### src/sv/rtwec_pkg.sv
// shared types and constants for the ring time-window event counter
package rtwec_pkg;

    localparam int SLOT_W  = 10;
    localparam int SEC_W   = 32;
    localparam int USEC_W  = 20;
    localparam int TS_W    = SEC_W + USEC_W;
    localparam int CNT_IN_W = 11;
    localparam int EC_W    = 11;
    localparam int RS_W    = 11;
    localparam int MOD_CNT_W = $clog2(SLOT_W);

    localparam logic [RS_W-1:0] RING_SIZE_RST = RS_W'(1024);

    localparam logic OP_STORE = 1'b0;
    localparam logic OP_QUERY = 1'b1;

    typedef struct packed {
        logic                operation;
        logic [SLOT_W-1:0]   slot;
        logic [SEC_W-1:0]    time_sec;
        logic [USEC_W-1:0]   time_usec;
        logic [SEC_W-1:0]    end_sec;
        logic [USEC_W-1:0]   end_usec;
        logic [SLOT_W-1:0]   next_slot;
        logic [CNT_IN_W-1:0] total_count;
    } t_in;

    typedef struct packed {
        logic [EC_W-1:0]   event_count;
        logic [SLOT_W-1:0] first_slot;
        logic              found;
    } t_out;

    typedef struct packed {
        logic le;
        logic ge;
    } t_cmp_flags;

endpackage

### src/sv/rtwec_cmp.sv
// timestamp comparator shared by both bound searches
module rtwec_cmp (
    input  logic [rtwec_pkg::TS_W-1:0] i_rec,
    input  logic [rtwec_pkg::TS_W-1:0] i_key,
    output rtwec_pkg::t_cmp_flags      o_flags
);
    import rtwec_pkg::*;

    // seconds in the upper bits, so a raw compare orders sec then usec
    always_comb begin
        o_flags.le = (i_rec <= i_key);
        o_flags.ge = (i_rec >= i_key);
    end

endmodule

### config.mk
export PLATFORM = sky130hd
export DESIGN_NAME = rtwec_cmp
export DESIGN_NICKNAME = d
export VERILOG_FILES = /design/src/sv/rtwec_pkg.sv /design/src/sv/rtwec_cmp.sv
export SDC_FILE = /design/constraint.sdc
export NUM_CORES = 1
export LEC_CHECK = 0
export BUFFER_PORTS_ARGS = -buffer_cell sky130_fd_sc_hd__buf_2
export CORE_UTILIZATION = 38
export DETAILED_ROUTE_END_ITERATION = 16
export PLACE_DENSITY_LB_ADDON = 0.3
export SLEW_MARGIN = 20
export SYNTH_ARGS = -nofsm -noshare
export SYNTH_HDL_FRONTEND = slang
export SYNTH_SLANG_ARGS = --single-unit
### constraint.sdc
create_clock -name vclk -period 1.8
set_input_delay 0 -clock vclk [all_inputs]
set_output_delay 0 -clock vclk [all_outputs]
set_load 0.05 [all_outputs]
; Yosys cells after proc, flatten, opt, wreduce, memory -nomap -nowiden
; Index checks and enable logic that the tools add are counted.
[word_totals]
input_bits = 104
wordCells = 2
register_bits = 0
[op_classes]
magnitude_cmp = 2
[op_table]
columns = cell, count
row1 = $ge A52 B52 Y1, 1
row2 = $le A52 B52 Y1, 1

; Longest topological paths before layout
; Gate-level depths: netlist of run 1.
[logic_depth]
depth_word = 1
mapped_depth = 8
ltp_nobuf = 8

; Worst setup path after synthesis of run 1
; Ideal clock, no wire load.
[synth_timing]
path_kind = in2out
from = in i_key[49] (netlist bit)
to = out o_flags[0] (netlist bit)
slack_ps = -393
t_arrival_ps = 2193
cell_stages = 7
t_required_ps = 1800
cell_sequence = inv_1 > ha_1 > nand4_2 > nor4_2 > nor3b_2 > nand4_1 > o21ai_0
[synth_lines]
columns = element, line_no
row1 = from (decl), rtwec_cmp.sv:4  ; input logic [rtwec_pkg::TS_W-1:0] i_key,
row2 = to (decl), rtwec_cmp.sv:5  ; output rtwec_pkg::t_cmp_flags o_flags

==> qor.yml, run 1 <==
grtUsageTotal_pct: 14.8
n_clock_buffer: 0
start_util_pct: 40.1
core_area_mm2: 0.00336
grt_max_degree: 4
first_pass_iters: 4
crit_type: "in2out"
finalCritPeriodShare_pct: 98.5
antenna_found_initial: 0
drive_gt1_share_pct: 46.5
seq_area_frac_synth_pct: 0
path_max_fanout: 3
wl_per_cell_um: 9.60
grt_overflow: 0
wl_um: 3310
dpl.hpwl_um: 2800
synth_cells: 184
die-area_mm2: 0.00380
finalWeightedCongestion: 0.731
yosys.area_share.xor_xnor_pct: 0
holdPathStages: 5
synth.avg_cell_area_um2: 7.34
rsz0062_at_grt: "true"
drc: 0
dieWidth_um: 61.6
grt_pass1_wl_um: 4510
postRouteAntennaNets: 0
dieHeight_um: 61.6
n_antenna_cell: 0
via_count: 1606
synth_top_family_by_area: "adder cells"
ioPinCount: 106
min_period_ns: 1.77
synth_cell_types: 26
tightestPinTransition_ns: 0.252
peakVddDrop_mv: 0.106
slew_headroom_pct: 83.2
layout_setup_ws_ns: 0.0271
dpl_cell_area_mm2: 0.00200
ctsHoldBuffers: 0
n_fill_cell: 329
rows: 21
final_common_cell: "buf_2"
endpoint: "o_flags[1]"
synth_nets: 340
critPathLaunch: "i_key[7]"
finalSetupViolCount: 0
crit_arrival_ns: 1.77
first_iter_violations: 36
dp_slack_ns: -0.249
p_leak_uw: 0.00137
hold_violations: 0
p_per_area_mw_per_mm2: 216
stdcell_area_mm2: 0.00221
syn_to_final_growth_pct: 63.9
cap_violations: 0
nFlopsAndLatches: 0
required_ns: 1.80
dp.cells: 344
hold_path.class: "in2out"
synthesis.area_mm2: 0.00135
grt_pass1_vias: 1231
synth_compound_gate_area_share_pct: 18.9
yosys-mux-area-fraction_pct: 0
startpoint_type: "input port"
regArea_um2: 0
finalPower_uw: 477
utilization_pct: 65.8
outcome: "complete, no violations"
yosys.area_share.simple_pct: 18.4
port_buffers: 106
multiInputGateArea_mm2: 0.00132
final_cell_mix: "100 x buf_2, 47 x inv_1, 44 x ha_1"
report.final.slew_viol_count: 0
yosys_warnings: 0
via_per_inst: 4.66
fin_nets: 457
layout.cells.non_filler: 345
synthAdderAreaFrac_pct: 48.2
end_kind: "output pin"
fmax_mhz: 564
## metrics by stage
step,hold slack [ns],setup TNS (ns)
floorplan,0.514,-0.0436
global placement,0.694,-0.313
detailed placement,0.695,-0.389
CTS,0.655,-0.0178
global route,0.732,-0.107
finish,0.687,0
## worst min path at each step
stage,slack [ns],to,start
6_report,0.69,o_flags[1],i_rec[1]
5_1_grt,0.73,o_flags[1],i_key[0]
4_1_cts,0.65,o_flags[1],i_key[0]
3_5_place_dp,0.69,o_flags[1],i_key[0]
3_3_place_gp,0.69,o_flags[1],i_rec[1]
2_1_floorplan,0.51,o_flags[1],i_rec[20]
## logic make-up (layout without fill, tap and decap cells)
group                    Yosys count  in the layout
AND/OR/NAND/NOR                   39             39
buffers and inverters             52            167
AO/OA/AOI/OAI                     41             41
adder cells (fa/ha/maj)           52             52
## critical path, stage by stage
cell and delay (ns):
buf_2 0.09, inv_1 0.08, ha_4 0.21, a21oi_2 0.12, o21ai_1 0.08, a221o_1 0.36, a2111oi_4 0.36, o211a_1 0.19
o21bai_4 0.12, buf_8 0.16
## area by class of cell
class              count  share of cell area [%]
well taps             46                    2.60
multi-input cells    132                    59.7
repair buffers       115                    28.7
inverters             52                    8.94
## synth_stat cells
library cell	instances	share of area (%)
nand2_1	12	3.3
and3_1	1	0.46
nor4_4	1	1.6
o21ai_0	5	1.9
inv_1	52	14
nand4_1	6	2.8
o21ai_1	1	0.37
a221o_1	3	2.2
nand3_1	7	2.6
o21bai_1	1	0.56
nand4_2	2	1.9
a21o_1	5	2.8
a2111oi_1	1	0.74
nor3b_2	1	0.93
and2_1	1	0.46
and4_1	2	1.3
a211oi_1	1	0.56
ha_1	52	48
nor4_2	1	0.93
nor2b_1	1	0.46
a21oi_1	20	7.4
a21boi_0	2	1.1
nor2_1	3	0.83
o211a_1	1	0.74
and4bb_1	1	0.93
o31ai_1	1	0.56
## layer usage
metal	global-route usage, %	vias up	wire, um
met2	27.3	58	1600
li1	-	871	-
met1	19.8	677	1490
met5	0	-	0
met4	0	0	0
met3	1.47	0	220
## power breakdown
part	leakage, uW	internal, uW	switching (uW)
logic	0.00137	255	222
clock network	0	0	0
registers	0	0	0
total	0.00137	255	222
## repair_timing
| action | in CTS | in global routing |
|---|---|---|
| endpoints found under the setup margin | 2 | 2 |
| gates resized for setup | 8 | 27 |
| pin swaps | 3 | 14 |
| buffers inserted | 0 | 1 |
Note: power is estimated with default switching activity, not from simulation.
==> run 2: changes to the inputs <==
--- a/config.mk
+++ b/config.mk
@@ -6,9 +6,9 @@
 export NUM_CORES = 1
 export LEC_CHECK = 0
 export BUFFER_PORTS_ARGS = -buffer_cell sky130_fd_sc_hd__buf_2
-export CORE_UTILIZATION = 38
+export CORE_UTILIZATION = 42
 export DETAILED_ROUTE_END_ITERATION = 16
-export PLACE_DENSITY_LB_ADDON = 0.3
+export PLACE_DENSITY_LB_ADDON = 0.2
 export SLEW_MARGIN = 20
 export SYNTH_ARGS = -nofsm -noshare
 export SYNTH_HDL_FRONTEND = slang
==> qor.yml, run 2 (synthesized netlist as in run 1, its figures left out) <==
outcome: "complete, no violations"
grt_max_degree: 4  # unchanged
syn_to_final_growth_pct: 69.5
tns_ns: 0  # unchanged
n_fill_cell: 259  # -21%
slew_headroom_pct: 82.3  # -0.87 points
crit_type: "in2out"
hold_start: "i_rec[1]"
dpl.hpwl_um: 2920  # +4.6%
endpoint: "o_flags[1]"
utilization_pct: 75.0  # +9.2 points
n_clock_buffer: 0  # unchanged
path_max_fanout: 2  # -1
via_per_inst: 4.79  # +3.0%
ioPinCount: 106  # unchanged
finalPower_uw: 510  # +7.0%
dieWidth_um: 58.7  # -4.7%
core_area_mm2: 0.00305  # -9.2%
startpoint_type: "input port"
die-area_mm2: 0.00345  # -9.2%
required_ns: 1.80  # about the same
finalCritPeriodShare_pct: 97.2  # -1.3 points
drive_gt1_share_pct: 48.4  # +1.9 points
crit_arrival_ns: 1.75  # -0.02 ns
dieHeight_um: 58.7  # -4.7%
fmax_mhz: 571  # +1.3%
p_per_area_mw_per_mm2: 223  # +3.4%
finalWeightedCongestion: 0.850  # +16%
drc: 0  # unchanged
hold_violations: 0  # unchanged
start_util_pct: 44.2  # +4.1 points
cap_violations: 0  # unchanged
wl_um: 3670  # +11%
ctsHoldBuffers: 0  # unchanged
min_period_ns: 1.75  # -0.0225 ns
fin_nets: 462  # +1.1%
layout_setup_ws_ns: 0.0496  # +0.0225 ns
regArea_um2: 0  # unchanged
nFlopsAndLatches: 0  # unchanged
rows: 20  # -4.8%
postRouteAntennaNets: 0  # unchanged
n_antenna_cell: 0  # unchanged
grt_pass1_wl_um: 5310  # +18%
finalSetupViolCount: 0  # unchanged
final_common_cell: "buf_2"
p_leak_uw: 0.00138  # +0.68%
end_kind: "output pin"
via_count: 1668  # +3.9%
grt_pass1_vias: 1467  # +19%
wl_per_cell_um: 10.6  # +9.9%
dp_slack_ns: -0.178  # +0.0712 ns
grtUsageTotal_pct: 18.5  # +3.7 points
multiInputGateArea_mm2: 0.00136  # +2.8%
antenna_found_initial: 0  # unchanged
first_iter_violations: 51  # +42%
report.final.slew_viol_count: 0  # unchanged
first_pass_iters: 4  # unchanged
peakVddDrop_mv: 0.160  # +50%
port_buffers: 106  # unchanged
final_cell_mix: "99 x buf_2, 48 x inv_1, 42 x ha_1"
grt_overflow: 0  # unchanged
critPathLaunch: "i_rec[48]"
hold_path.class: "in2out"
tightestPinTransition_ns: 0.263  # +0.0103 ns
## run 2: worst min path at each step
stage | slack, ns | end | cells after the start
6_report | 0.68 | o_flags[1] | 5
4_1_cts | 0.66 | o_flags[1] | 5
5_1_grt | 0.73 | o_flags[1] | 5
3_3_place_gp | 0.69 | o_flags[1] | 5
2_1_floorplan | 0.51 | o_flags[1] | 3
3_5_place_dp | 0.70 | o_flags[0] | 5
## run 2: area by class of cell
class / instances / share of cell area [%]
inverters: 52 / 8.53
repair buffers: 120 / 29.7
well taps: 44 / 2.41
multi-input cells: 132 / 59.4
## run 2: through the flow
step,std cells,hold WS [ns],instance area [um^2]
6_report,348,0.683,2290
5_1_grt,348,0.726,2290
4_1_cts,347,0.662,2090
3_5_place_dp,347,0.702,2040
3_3_place_gp,347,0.694,2040
2_1_floorplan,184,0.514,1350
## run 2: routing by layer
| metal | GRT usage (%) | wire (um) |
|---|---|---|
| met3 | 0.879 | 237 |
| met2 | 37.1 | 1870 |
| met4 | 0.340 | 8 |
| met5 | 0 | 0 |
| met1 | 22.8 | 1560 |
## run 2: power by group
group	switching [uW]	leakage, uW	internal, uW	total [uW]
clock	0	0	0	0
combinational	235	0.00138	275	510
sequential	0	0	0	0
## run 2: worst max-delay path, stage by stage
cell,delay [ns]
buf_2,0.12
ha_4,0.27
nand4_4,0.11
nor4_4,0.27
nor3b_2,0.24
nand4_1,0.15
o211a_1,0.26
o21bai_4,0.17
buf_8,0.15
## run 2: repair_timing
item                       4_1_cts  5_1_grt
setup endpoints to repair        2        2
buffers inserted                 0        1
pin swaps                        5       12
gates resized for setup          8       31
